$ cat src/rtl/adaptive_frame_quality_governor_unit_macros.svh
// Assertion helpers for the frame quality governor.
`ifndef ADAPTIVE_FRAME_QUALITY_GOVERNOR_UNIT_MACROS_SVH
`define ADAPTIVE_FRAME_QUALITY_GOVERNOR_UNIT_MACROS_SVH

// Same-cycle implication, disabled during reset.
`define AFQG_ASSERT_IMP(lbl, clk, rst_n, ante, cons, msg) \
    lbl: assert property (@(posedge clk) disable iff (!(rst_n)) (ante) |-> (cons)) \
        else $error(msg);

// Next-cycle implication, disabled during reset.
`define AFQG_ASSERT_NXT(lbl, clk, rst_n, ante, cons, msg) \
    lbl: assert property (@(posedge clk) disable iff (!(rst_n)) (ante) |=> (cons)) \
        else $error(msg);

`endif

$ cat src/rtl/afqg_pkg.sv
package afqg_pkg;

    localparam int unsigned FT_W     = 20;
    localparam int unsigned AVG_W    = 28;
    localparam int unsigned MUL_A_W  = 28;
    localparam int unsigned MUL_B_W  = 20;
    localparam int unsigned MUL_P_W  = MUL_A_W + MUL_B_W;
    localparam int unsigned ACC_W    = 37;
    localparam int unsigned LOAD_W   = 38;
    localparam int unsigned THR_W    = 30;

    localparam logic [7:0]         STREAK_NEEDED   = 8'd10;
    localparam logic [7:0]         COOLDOWN_LEN    = 8'd5;
    localparam logic [1:0]         MAX_FOVEATION   = 2'd3;
    localparam logic [AVG_W-1:0]   Q8_MAX          = {AVG_W{1'b1}};
    localparam logic [MUL_B_W-1:0] MILLION         = 20'd1000000;
    localparam logic [9:0]         DEFAULT_HZ      = 10'd90;
    localparam logic [8:0]         WEIGHT_ONE      = 9'd256;

    // register reset values
    localparam logic       RST_ENABLE    = 1'b0;
    localparam logic [6:0] RST_MIN_SCALE = 7'd50;
    localparam logic [7:0] RST_MAX_SCALE = 8'd100;
    localparam logic [4:0] RST_STEP      = 5'd5;
    localparam logic [8:0] RST_SMOOTHING = 9'd26;
    localparam logic [9:0] RST_OVERSHOOT = 10'd256;
    localparam logic [9:0] RST_HEADROOM  = 10'd205;
    localparam logic [9:0] RST_REFRESH   = 10'd0;

    typedef enum logic [2:0] {
        REG_ENABLE    = 3'd0,
        REG_MIN_SCALE = 3'd1,
        REG_MAX_SCALE = 3'd2,
        REG_STEP      = 3'd3,
        REG_SMOOTHING = 3'd4,
        REG_OVERSHOOT = 3'd5,
        REG_HEADROOM  = 3'd6,
        REG_REFRESH   = 3'd7
    } t_reg_idx;

    typedef enum logic [1:0] {
        ACT_HOLD     = 2'd0,
        ACT_REDUCE   = 2'd1,
        ACT_INCREASE = 2'd2,
        ACT_SKIP     = 2'd3
    } t_action;

    typedef enum logic [2:0] {
        ST_IDLE,
        ST_EMA_A,
        ST_EMA_B,
        ST_EMA_C,
        ST_LOAD,
        ST_OVER,
        ST_HEAD,
        ST_DECIDE
    } t_state;

    typedef struct packed {
        logic               en;
        logic [MUL_A_W-1:0] a;
        logic [MUL_B_W-1:0] b;
    } t_mul_req;

endpackage

$ cat src/rtl/afqg_mul.sv
// Shared multiplier, product registered when enabled and held otherwise.
module afqg_mul
    import afqg_pkg::*;
(
    input  logic               i_clk,
    input  t_mul_req           i_req,
    output logic [MUL_P_W-1:0] o_p
);

    logic [MUL_P_W-1:0] r_p;

    always_ff @(posedge i_clk) begin
        if (i_req.en) begin
            r_p <= {{MUL_B_W{1'b0}}, i_req.a} * {{MUL_A_W{1'b0}}, i_req.b};
        end
    end

    assign o_p = r_p;

endmodule

$ cat src/rtl/adaptive_frame_quality_governor_unit.sv
// Adaptive frame quality governor.
// Input channel: one beat per frame carries i_frame_time_us (i_valid / o_stall).
// Output channel: one beat per input beat with render scale, foveation level,
// change flags, action code and the smoothed frame time (o_valid / i_stall).
// APB port: eight registers at byte addresses 0..28, pready tied high.
// Sequencing: one shared 28x20 multiplier does the average update, the load product
// and both thresholds in turn. An enabled item steps through EMA_A, EMA_B, EMA_C,
// LOAD, OVER, HEAD and DECIDE to the result register; the first sample (no blend)
// skips the EMA steps and a disabled item goes straight to DECIDE. A new beat is
// taken only in idle. o_stall is high from accept until the result is written.
// The result sits in an output register; the next beat is accepted while it
// waits. If the result register is still full and stalled when the next
// decision is ready, the sequencer holds in its decide step until it drains.
// Reset (synchronous, active low) restores register defaults, clears the
// average, cooldown and streak, sets scale to 100 and foveation to 0.
`include "adaptive_frame_quality_governor_unit_macros.svh"

module adaptive_frame_quality_governor_unit
    import afqg_pkg::*;
(
    input  logic              i_clk,
    input  logic              i_rst_n,
    // input channel
    input  logic              i_valid,
    output logic              o_stall,
    input  logic [FT_W-1:0]   i_frame_time_us,
    // output channel
    output logic              o_valid,
    input  logic              i_stall,
    output logic [7:0]        o_render_scale,
    output logic [1:0]        o_foveation_level,
    output logic              o_scale_changed,
    output logic              o_foveation_changed,
    output logic [1:0]        o_action,
    output logic [FT_W-1:0]   o_average_time_us,
    // configuration
    input  logic              psel,
    input  logic              penable,
    input  logic              pwrite,
    input  logic [4:0]        paddr,
    input  logic [31:0]       pwdata,
    output logic [31:0]       prdata,
    output logic              pready
);

    // ---------------------------------------------------------------
    // Configuration registers
    // ---------------------------------------------------------------
    logic       r_enable;
    logic [6:0] r_min_scale;
    logic [7:0] r_max_scale;
    logic [4:0] r_scale_step;
    logic [8:0] r_smoothing;
    logic [9:0] r_overshoot;
    logic [9:0] r_headroom;
    logic [9:0] r_refresh;

    logic     cfg_wr;
    t_reg_idx cfg_idx;

    assign pready  = 1'b1;
    assign cfg_wr  = psel && penable && pwrite && pready;
    assign cfg_idx = t_reg_idx'(paddr[4:2]);

    always_ff @(posedge i_clk) begin
        if (!i_rst_n) begin
            r_enable     <= RST_ENABLE;
            r_min_scale  <= RST_MIN_SCALE;
            r_max_scale  <= RST_MAX_SCALE;
            r_scale_step <= RST_STEP;
            r_smoothing  <= RST_SMOOTHING;
            r_overshoot  <= RST_OVERSHOOT;
            r_headroom   <= RST_HEADROOM;
            r_refresh    <= RST_REFRESH;
        end else if (cfg_wr) begin
            unique case (cfg_idx)
                REG_ENABLE:    r_enable     <= pwdata[0];
                REG_MIN_SCALE: r_min_scale  <= pwdata[6:0];
                REG_MAX_SCALE: r_max_scale  <= pwdata[7:0];
                REG_STEP:      r_scale_step <= pwdata[4:0];
                REG_SMOOTHING: r_smoothing  <= pwdata[8:0];
                REG_OVERSHOOT: r_overshoot  <= pwdata[9:0];
                REG_HEADROOM:  r_headroom   <= pwdata[9:0];
                REG_REFRESH:   r_refresh    <= pwdata[9:0];
            endcase
        end
    end

    always_comb begin
        unique case (cfg_idx)
            REG_ENABLE:    prdata = {31'd0, r_enable};
            REG_MIN_SCALE: prdata = {25'd0, r_min_scale};
            REG_MAX_SCALE: prdata = {24'd0, r_max_scale};
            REG_STEP:      prdata = {27'd0, r_scale_step};
            REG_SMOOTHING: prdata = {23'd0, r_smoothing};
            REG_OVERSHOOT: prdata = {22'd0, r_overshoot};
            REG_HEADROOM:  prdata = {22'd0, r_headroom};
            REG_REFRESH:   prdata = {22'd0, r_refresh};
        endcase
    end

    // ---------------------------------------------------------------
    // Governor state and sequencer
    // ---------------------------------------------------------------
    t_state              r_state, n_state;
    logic [FT_W-1:0]     r_x, n_x;
    logic [AVG_W-1:0]    r_avg, n_avg;
    logic [ACC_W-1:0]    r_acc, n_acc;     // old average times (1 - w)
    logic [LOAD_W-1:0]   r_load, n_load;   // average times refresh rate
    logic [THR_W-1:0]    r_over, n_over;   // overshoot threshold
    logic [7:0]          r_cool, n_cool;
    logic [7:0]          r_run, n_run;
    logic [7:0]          r_scale, n_scale;
    logic [1:0]          r_fov, n_fov;

    // result register
    logic                r_o_valid, n_o_valid;
    logic [7:0]          r_o_scale, n_o_scale;
    logic [1:0]          r_o_fov, n_o_fov;
    logic                r_o_scale_chg, n_o_scale_chg;
    logic                r_o_fov_chg, n_o_fov_chg;
    t_action             r_o_action, n_o_action;
    logic [FT_W-1:0]     r_o_avg, n_o_avg;

    t_mul_req            mul_req;
    logic [MUL_P_W-1:0]  mul_p;

    logic [8:0]          weight;
    logic [9:0]          hz;
    logic [LOAD_W-1:0]   ema_sum;
    logic                over_hit, head_hit;
    logic [7:0]          run_inc;

    // quality moves
    logic [8:0]          red_diff, inc_sum;
    logic [7:0]          red_scale, inc_scale;
    logic [1:0]          red_fov, inc_fov;

    afqg_mul u_mul (
        .i_clk (i_clk),
        .i_req (mul_req),
        .o_p   (mul_p)
    );

    assign weight  = (r_smoothing > WEIGHT_ONE) ? WEIGHT_ONE : r_smoothing;
    assign hz      = (r_refresh == 10'd0) ? DEFAULT_HZ : r_refresh;
    assign ema_sum = {1'b0, r_acc} + {1'b0, mul_p[28:0], 8'd0};

    // in the decide step the multiplier still holds the headroom threshold
    assign over_hit = r_load > {{(LOAD_W-THR_W){1'b0}}, r_over};
    assign head_hit = r_load < {{(LOAD_W-THR_W){1'b0}}, mul_p[THR_W-1:0]};
    assign run_inc  = (r_run == 8'hFF) ? r_run : r_run + 8'd1;

    // reduce: foveation first, then scale down to the floor
    assign red_diff = {1'b0, r_scale} - {4'd0, r_scale_step};
    always_comb begin
        red_scale = r_scale;
        red_fov   = r_fov;
        if (r_fov < MAX_FOVEATION) begin
            red_fov = r_fov + 2'd1;
        end else if (r_scale > {1'b0, r_min_scale}) begin
            if (red_diff[8] || red_diff[7:0] < {1'b0, r_min_scale}) begin
                red_scale = {1'b0, r_min_scale};
            end else begin
                red_scale = red_diff[7:0];
            end
        end
    end

    // increase: scale first, then foveation back towards none
    assign inc_sum = {1'b0, r_scale} + {4'd0, r_scale_step};
    always_comb begin
        inc_scale = r_scale;
        inc_fov   = r_fov;
        if (r_scale < r_max_scale) begin
            inc_scale = (inc_sum > {1'b0, r_max_scale}) ? r_max_scale : inc_sum[7:0];
        end else if (r_fov != 2'd0) begin
            inc_fov = r_fov - 2'd1;
        end
    end

    always_ff @(posedge i_clk) begin
        if (!i_rst_n) begin
            r_state   <= ST_IDLE;
            r_avg     <= '0;
            r_cool    <= '0;
            r_run     <= '0;
            r_scale   <= RST_MAX_SCALE;
            r_fov     <= '0;
            r_o_valid <= 1'b0;
        end else begin
            r_state   <= n_state;
            r_avg     <= n_avg;
            r_cool    <= n_cool;
            r_run     <= n_run;
            r_scale   <= n_scale;
            r_fov     <= n_fov;
            r_o_valid <= n_o_valid;
        end
    end

    always_ff @(posedge i_clk) begin
        r_x           <= n_x;
        r_acc         <= n_acc;
        r_load        <= n_load;
        r_over        <= n_over;
        r_o_scale     <= n_o_scale;
        r_o_fov       <= n_o_fov;
        r_o_scale_chg <= n_o_scale_chg;
        r_o_fov_chg   <= n_o_fov_chg;
        r_o_action    <= n_o_action;
        r_o_avg       <= n_o_avg;
    end

    always_comb begin
        n_state       = r_state;
        n_x           = r_x;
        n_avg         = r_avg;
        n_acc         = r_acc;
        n_load        = r_load;
        n_over        = r_over;
        n_cool        = r_cool;
        n_run         = r_run;
        n_scale       = r_scale;
        n_fov         = r_fov;
        n_o_valid     = r_o_valid && i_stall;
        n_o_scale     = r_o_scale;
        n_o_fov       = r_o_fov;
        n_o_scale_chg = r_o_scale_chg;
        n_o_fov_chg   = r_o_fov_chg;
        n_o_action    = r_o_action;
        n_o_avg       = r_o_avg;
        mul_req       = '0;

        unique case (r_state)
            ST_IDLE: begin
                if (i_valid) begin
                    n_x = i_frame_time_us;
                    if (!r_enable) begin
                        n_state = ST_DECIDE;
                    end else if (r_avg == '0) begin
                        // first sample loads the average as is
                        n_avg   = {i_frame_time_us, 8'd0};
                        n_state = ST_LOAD;
                    end else begin
                        n_state = ST_EMA_A;
                    end
                end
            end
            ST_EMA_A: begin
                mul_req = '{en: 1'b1, a: r_avg,
                            b: {{(MUL_B_W-9){1'b0}}, WEIGHT_ONE - weight}};
                n_state = ST_EMA_B;
            end
            ST_EMA_B: begin
                mul_req = '{en: 1'b1, a: {{(MUL_A_W-FT_W){1'b0}}, r_x},
                            b: {{(MUL_B_W-9){1'b0}}, weight}};
                n_acc   = mul_p[ACC_W-1:0];
                n_state = ST_EMA_C;
            end
            ST_EMA_C: begin
                n_avg   = (ema_sum[LOAD_W-1:AVG_W+8] != '0) ? Q8_MAX
                                                            : ema_sum[AVG_W+7:8];
                n_state = ST_LOAD;
            end
            ST_LOAD: begin
                mul_req = '{en: 1'b1, a: r_avg, b: {{(MUL_B_W-10){1'b0}}, hz}};
                n_state = ST_OVER;
            end
            ST_OVER: begin
                mul_req = '{en: 1'b1, a: {{(MUL_A_W-10){1'b0}}, r_overshoot},
                            b: MILLION};
                n_load  = mul_p[LOAD_W-1:0];
                n_state = ST_HEAD;
            end
            ST_HEAD: begin
                mul_req = '{en: 1'b1, a: {{(MUL_A_W-10){1'b0}}, r_headroom},
                            b: MILLION};
                n_over  = mul_p[THR_W-1:0];
                n_state = ST_DECIDE;
            end
            ST_DECIDE: begin
                if (!r_o_valid || !i_stall) begin
                    n_o_action = ACT_HOLD;
                    if (!r_enable) begin
                        n_scale = r_max_scale;
                        n_fov   = 2'd0;
                    end else if (r_cool != 8'd0) begin
                        n_cool     = r_cool - 8'd1;
                        n_o_action = ACT_SKIP;
                    end else if (over_hit) begin
                        n_run      = 8'd0;
                        n_scale    = red_scale;
                        n_fov      = red_fov;
                        n_cool     = COOLDOWN_LEN;
                        n_o_action = ACT_REDUCE;
                    end else if (head_hit) begin
                        if (run_inc >= STREAK_NEEDED) begin
                            n_run      = 8'd0;
                            n_scale    = inc_scale;
                            n_fov      = inc_fov;
                            n_cool     = COOLDOWN_LEN;
                            n_o_action = ACT_INCREASE;
                        end else begin
                            n_run = run_inc;
                        end
                    end else begin
                        n_run = 8'd0;
                    end
                    n_o_valid     = 1'b1;
                    n_o_scale     = n_scale;
                    n_o_fov       = n_fov;
                    // when disabled both change flags are forced low
                    n_o_scale_chg = r_enable && (n_scale != r_scale);
                    n_o_fov_chg   = r_enable && (n_fov != r_fov);
                    n_o_avg       = r_avg[AVG_W-1:8];
                    n_state       = ST_IDLE;
                end
            end
        endcase

        // disabling forces full quality straight away
        if (cfg_wr && cfg_idx == REG_ENABLE && !pwdata[0]) begin
            n_scale = r_max_scale;
            n_fov   = 2'd0;
        end
    end

    assign o_stall             = (r_state != ST_IDLE);
    assign o_valid             = r_o_valid;
    assign o_render_scale      = r_o_scale;
    assign o_foveation_level   = r_o_fov;
    assign o_scale_changed     = r_o_scale_chg;
    assign o_foveation_changed = r_o_fov_chg;
    assign o_action            = r_o_action;
    assign o_average_time_us   = r_o_avg;

    // ---------------------------------------------------------------
    // Checks
    // ---------------------------------------------------------------
    `AFQG_ASSERT_NXT(a_enabled_beat_works, i_clk, i_rst_n,
        (i_valid && !o_stall && r_enable), (r_state != ST_IDLE && r_state != ST_DECIDE),
        "enabled beat skipped the arithmetic")
    `AFQG_ASSERT_IMP(a_change_needs_move, i_clk, i_rst_n,
        (r_o_valid && (r_o_scale_chg || r_o_fov_chg)),
        (r_o_action == ACT_REDUCE || r_o_action == ACT_INCREASE),
        "quality changed without a reduce or increase")
    `AFQG_ASSERT_IMP(a_cooldown_bound, i_clk, i_rst_n,
        1'b1, (r_cool <= COOLDOWN_LEN),
        "cooldown counter out of range")
    `AFQG_ASSERT_NXT(a_decide_waits, i_clk, i_rst_n,
        (r_state == ST_DECIDE && r_o_valid && i_stall), (r_state == ST_DECIDE),
        "result register overwritten while stalled")
    `AFQG_ASSERT_IMP(a_one_change_kind, i_clk, i_rst_n,
        (r_o_valid && r_o_scale_chg), (!r_o_fov_chg),
        "scale and foveation changed in one frame")

endmodule

$ cat config.mk
export PLATFORM = sky130hd
export DESIGN_NAME = adaptive_frame_quality_governor_unit
export DESIGN_NICKNAME = d
export VERILOG_FILES = /design/src/rtl/afqg_pkg.sv /design/src/rtl/afqg_mul.sv /design/src/rtl/adaptive_frame_quality_governor_unit.sv
export VERILOG_INCLUDE_DIRS = /design/src /design/src/rtl
export SDC_FILE = /design/constraint.sdc
export NUM_CORES = 2
export LEC_CHECK = 0
export BUFFER_PORTS_ARGS = -buffer_cell sky130_fd_sc_hd__buf_2
export CORE_MARGIN = 4
export CORE_UTILIZATION = 60
export DETAILED_ROUTE_END_ITERATION = 12
export PLACE_DENSITY = 0.78
export SYNTH_ARGS = -nofsm -noshare
export SYNTH_HDL_FRONTEND = slang
export SYNTH_SLANG_ARGS = --single-unit
$ cat constraint.sdc
create_clock -name i_clk -period 17.99 [get_ports i_clk]
set_input_delay 2.6985 -clock i_clk [delete_from_list [all_inputs] [get_ports i_clk]]
set_output_delay 2.6985 -clock i_clk [all_outputs]
set_load 0.02 [all_outputs]
; ---- Word level (Yosys, flattened, before mapping)
; Cells that the tools add are included.
[word_totals]
register_bits = 315
out_inout_bits = 69
inputBits = 64
[op_classes]
bitwise_logic = 2
add_sub_neg = 8
eq_ne = 21
reduce_logical = 41
order_cmp = 9
multipliers = 1
mux = 53
[ops]
columns = cell, count
row1 = case mux 32 bit (8 select lines), 1
row2 = case mux 49 bit (5 select lines), 1
row3 = two-way mux 8 bit, 23
row4 = two-way mux 28 bit, 4
row5 = case mux 28 bit (2 select lines), 1
row6 = adder 37 x 37 -> 38 bit, 1
row7 = > comparator 38 x 30 -> 1 bit, 1
row8 = < comparator 38 x 30 -> 1 bit, 1
row9 = multiplier 28 x 20 -> 38 bit, 1
row10 = zero test 28 bit, 1
row11 = two-way mux 2 bit, 14
row12 = equality test 3 bit (second input constant), 8
row13 = case mux 3 bit (8 select lines), 1
row14 = AND reduction 2 bit, 12
row15 = equality test 3 x 2 -> 1 bit (second input constant), 4
row16 = two-way mux 3 bit, 4
row17 = zero test 10 bit, 1
row18 = two-way mux 10 bit, 1
row19 = nonzero test 2 bit, 5
row20 = adder 8 x 5 -> 9 bit, 1
row21 = > comparator 9 x 8 -> 1 bit, 1
row22 = > comparator 9 bit (second input constant), 1
row23 = two-way mux 9 bit, 1
row24 = nonzero test 3 bit, 3
row25 = 26 further kinds, 43

; ---- Depth between registers and ports, before layout
[depth]
ltp_word = 14
mapped_depth = 36

; ---- By module
; Synthesis repeated with hierarchy kept, for this count alone.
[hier_totals]
hier_cells = 3819
hier_area_um2 = 35736.8
[by_module_without_submodules]
columns = mod, seq_area_each_um2, area_each_um2, cells_each, n_inst
row1 = afqg_mul, 1441.4, 19671.4, 2138, 1
row2 = adaptive_frame_quality_governor_unit, 6896.6, 16065.4, 1681, 1

; ---- Worst setup path after synthesis
; No wires, ideal clock.
[synth_path]
path_type = register to register
start = reg r_state[2]
end = reg u_mul.r_p[36] (netlist: u_mul.o_p[36]), data pin
n_path_buf = 3
slack_ns = 9.096
stages_incl_launch_ff = 32
t_required_ns = 17.732
t_arrival_ns = 8.637
path_cell_list = dfxtp_1 -> clkbuf_1 -> inv_1 -> nor2_1 -> buf_1 -> a22o_1 -> a221o_1 -> nand2_1 -> fa_1 -> inv_1 -> fa_1 -> inv_1 -> fa_1 -> inv_1 -> fa_1 -> ha_1 -> fa_1 -> inv_1 -> fa_1 -> inv_1 -> ha_1 -> clkbuf_1 -> a21oi_1 -> o21bai_1 -> a21oi_1 -> o21ai_0 -> a31oi_1 -> o21ai_1 -> a2111oi_0 -> o31a_1 -> a311o_1 -> xnor2_1
[synth_between]
elab_chain_cells = 3
elab_cells_between_ends = 7
[synth_lines]
columns = item, line
row1 = start: declaration, adaptive_frame_quality_governor_unit.sv:105  ; t_state r_state, n_state;
row2 = start signal: assignment, adaptive_frame_quality_governor_unit.sv:192  ; r_state <= n_state;
row3 = equality test 3 bit (tied with other cells), adaptive_frame_quality_governor_unit.sv:235  ; unique case (r_state)
row4 = case mux 49 bit (5 select lines) *, adaptive_frame_quality_governor_unit.sv:235
row5 = multiplier 28 x 20 -> 38 bit *, afqg_mul.sv:14  ; r_p <= {{MUL_B_W{1'b0}}, i_req.a} * {{MUL_A_W{1'b0}}, i_req.b};
row6 = end signal: assignment, afqg_mul.sv:14
row7 = end: declaration, afqg_mul.sv:10  ; logic [MUL_P_W-1:0] r_p;
; Every way passes the cells marked *; elsewhere a longest branch is shown, timed or not.
; A chain may end at the register's enable or synchronous reset.

; ---- Worst setup path in the final report
[layout_path]
start = reg r_state[1]
end = reg u_mul.r_p[36] (netlist: u_mul.o_p[36]), data pin
; The elaborated chain is that of the path after synthesis.

==> flow_summary.json <==
{
  "synth-simple-area-share_pct": 13.1,
  "dpl_worst_slack_ns": 8.03,
  "path_clk_slew_ns": 0.06,
  "async_reset_ff_share_pct": 0,
  "antenna_found_initial": 2,
  "status": "completed",
  "post-cts-setup-buffer-count": 0,
  "io_pins": 133,
  "cts_buffers": 34,
  "syn_area_um2": 29600,
  "synth_xor_area_share_pct": 2.49,
  "worst_ep_arrival_time_ns": 10.45,
  "synth_cell_types": 93,
  "cts_root_buf": "clkbuf_16",
  "final_area_um2": 32100,
  "synth.area.top_cells": "fa_1 20%, edfxtp_1 19%, ha_1 13%",
  "die-area_um2": 53000,
  "crit_type": "flop to flop",
  "synth_top_family_by_area": "adder cells",
  "worstPathRequired_ns": 18.30,
  "drcViolationCount": 0,
  "drt_iter0_markers": 2680,
  "crit_top_cell": "fa_1",
  "first_pass_iters": 6,
  "cp-end-kind": "flop",
  "yosysSeqAreaShare_pct": 27.2,
  "instances_no_fill": 3950,
  "p_leak_nw": 14.8,
  "ctsHoldBuffers": 0,
  "final_hold_viol_count": 0,
  "synth_edf_count": 189,
  "rows": 81,
  "grt_pass1_wl_um": 133000,
  "setup_viol": 0,
  "fin_worst_skew_ns": 0.0296,
  "cap_violations": 0,
  "rsz0062_at_grt": "false",
  "yosys.area_share.adder_pct": 33.2,
  "slew_headroom_pct": 18.4,
  "period_share_pct": 56.4,
  "grt_remaining_overflow": 0,
  "final_core_util_pct": 65.6,
  "cp_slowest_cell": "a2111oi_0",
  "syn_to_final_growth_pct": 8.28,
  "layout_setup_ws_ns": 7.85,
  "synth_top_area_share_pct": 20.5,
  "cp_max_fo": 40,
  "synth_mux_area_share_pct": 2.34,
  "fp.dieW_um": 230,
  "fmax_mhz": 98.6,
  "path_buf_inv": 6,
  "vdd_ir_drop_max_uv": 98.1,
  "critPathTopFamily": "compound AO/OA/AOI/OAI gates",
  "critPathMaxStageDelay_ns": 1.03,
  "dp.cells": 3888,
  "clock_path_buffers": 3,
  "nNetsFinal": 3927,
  "grt_pass1_vias": 24200,
  "final.min_clock_period_ns": 10.14,
  "syn_inst": 3162,
  "critPathLaunchType": "flop",
  "gp_congestion": 1.01,
  "fill_cells": 3847,
  "wire_per_inst_um": 21.3,
  "die_y_um": 230,
  "dp_hpwl_um": 65600,
  "placed_area_um2": 30900,
  "wirelength_um": 84100,
  "fin_total_pwr_mw": 4.48,
  "ctsHtreeMaxLevel": 2,
  "routed-via-count": 24100,
  "worst_slew_pin_slew_ns": 1.22,
  "io_buffers": 85,
  "ys.flop_type": "edfxtp_1",
  "final_antenna_net_count": 0,
  "syn_area_per_cell_um2": 9.36,
  "hold_path.class": "flop to flop",
  "avgViaCountPerCell": 6.10,
  "clk_latency_ns": 0.56,
  "initial_core_util_pct": 60.6,
  "synth_compound_gate_area_share_pct": 12.7,
  "cts_resized": 0,
  "drv_slew": 0,
  "cts_tree": "done",
  "synth_seq_cells": 307,
  "finalSetupTns_ns": 0,
  "drive_gt1_share_pct": 6.73,
  "coreArea_um2": 48800,
  "grt_max_degree": 69,
  "clock_sinks": 307,
  "grtUsageTotal_pct": 31.9,
  "synth_top_area_cell": "fa_1",
  "ys_warn_count": 0,
  "power_density_nw_per_um2": 140,
  "whs_ns": 0.424
}
==> power by group <==
group | switching [mW] | total, mW | internal [mW]
clock | 0.305 | 0.741 | 0.436
sequential | 0.165 | 1.15 | 0.984
combinational | 1.68 | 2.59 | 0.902
==> worst register-to-register path, delay by kind of cell (launching register included) <==
kind / cells / cell delay (ns)
simple gates: 3 / 0.72
xor+xnor: 1 / 0.06
buf+inv: 6 / 0.78
flops: 1 / 0.67
compound gates: 11 / 3.98
fa+ha+maj: 8 / 3.70
==> sequential cells by signal, indices dropped and copies added (netlist names), 9 cells and up <==
| signal | cells |
|---|---|
| r_avg | 28 |
| r_x | 20 |
| u_mul.o_p | 38 |
| r_over | 30 |
| r_load | 38 |
| r_refresh | 10 |
| r_headroom | 10 |
| o_average_time_us | 20 |
| r_smoothing | 9 |
| r_acc | 29 |
| r_overshoot | 10 |
==> layout by cell type (no fill, tap or decap), drive strengths merged, types with 9 or more instances in the layout <==
cell type	n
a211oi	20
o21ai	122
and3	15
nand2b	26
nor3	33
nor4	21
a21o	29
o211ai	23
edfxtp	189
a221o	12
nand3	49
ha	300
dfxtp	118
nor2b	23
nand4	21
xor2	24
fa	303
a31o	9
conb	74
and2	27
a31oi	18
buf	116
mux2i	49
nand2	322
inv	559
clkbuf	39
o21a	23
nor2	286
o21bai	16
xnor2	60
a22o	23
a221oi	19
clkinv	16
a22oi	21
a21oi	140
or3	10
==> per-layer routing <==
metal / GRT usage [%] / wire, um
met4: 12.2 / 3880
met5: 0 / 9
met2: 47.7 / 36100
met1: 44.6 / 33900
met3: 8.60 / 10300
==> layout make-up <==
class	instances	area (um2)	share of cell area, %
clock inverters	22	298	0.929
clock buffers	39	891	2.78
well taps	664	831	2.59
inverters	558	2090	6.53
diodes	1	2.50	0.00781
flip-flops and latches	307	8040	25.1
multi-input cells	2243	19200	60.0
repair buffers	116	658	2.05
==> path summary, 6_finish.rpt <==
kind	start	to	slack, ns	depth (start not counted)
setup / recovery	r_state[1]$_SDFFE_PN0P_	u_mul.o_p[36]$_DFFE_PN_	7.85	29
hold / removal	u_mul.o_p[37]$_DFFE_PN_	r_load[37]$_DFFE_PN_	0.42	0
setup reg to reg	r_state[1]$_SDFFE_PN0P_	u_mul.o_p[36]$_DFFE_PN_	7.85	29
hold reg to reg	u_mul.o_p[37]$_DFFE_PN_	r_load[37]$_DFFE_PN_	0.42	0
==> cells by family (layout without fill, tap and decap cells) <==
group / Yosys count / after routing
fa+ha+maj: 603 / 603
buf+inv: 684 / 735
mux: 60 / 60
simple gates: 864 / 864
xor+xnor: 84 / 84
flops: 307 / 307
compound gates: 558 / 558
other cells: 2 / 75
==> Yosys cell counts, drive strengths merged (23+ instances only) <==
library cell,number
nand3,49
nand2,322
xnor2,60
and2,27
o21a,23
mux2i,49
fa,303
nor2,286
nor3,33
a21oi,140
inv,557
buf,36
ha,300
xor2,24
dfxtp,118
a22o,23
a21o,29
nor2b,23
o21ai,122
nand2b,26
edfxtp,189
clkbuf,90
o211ai,23
Note: power is estimated with default switching activity, not from simulation.
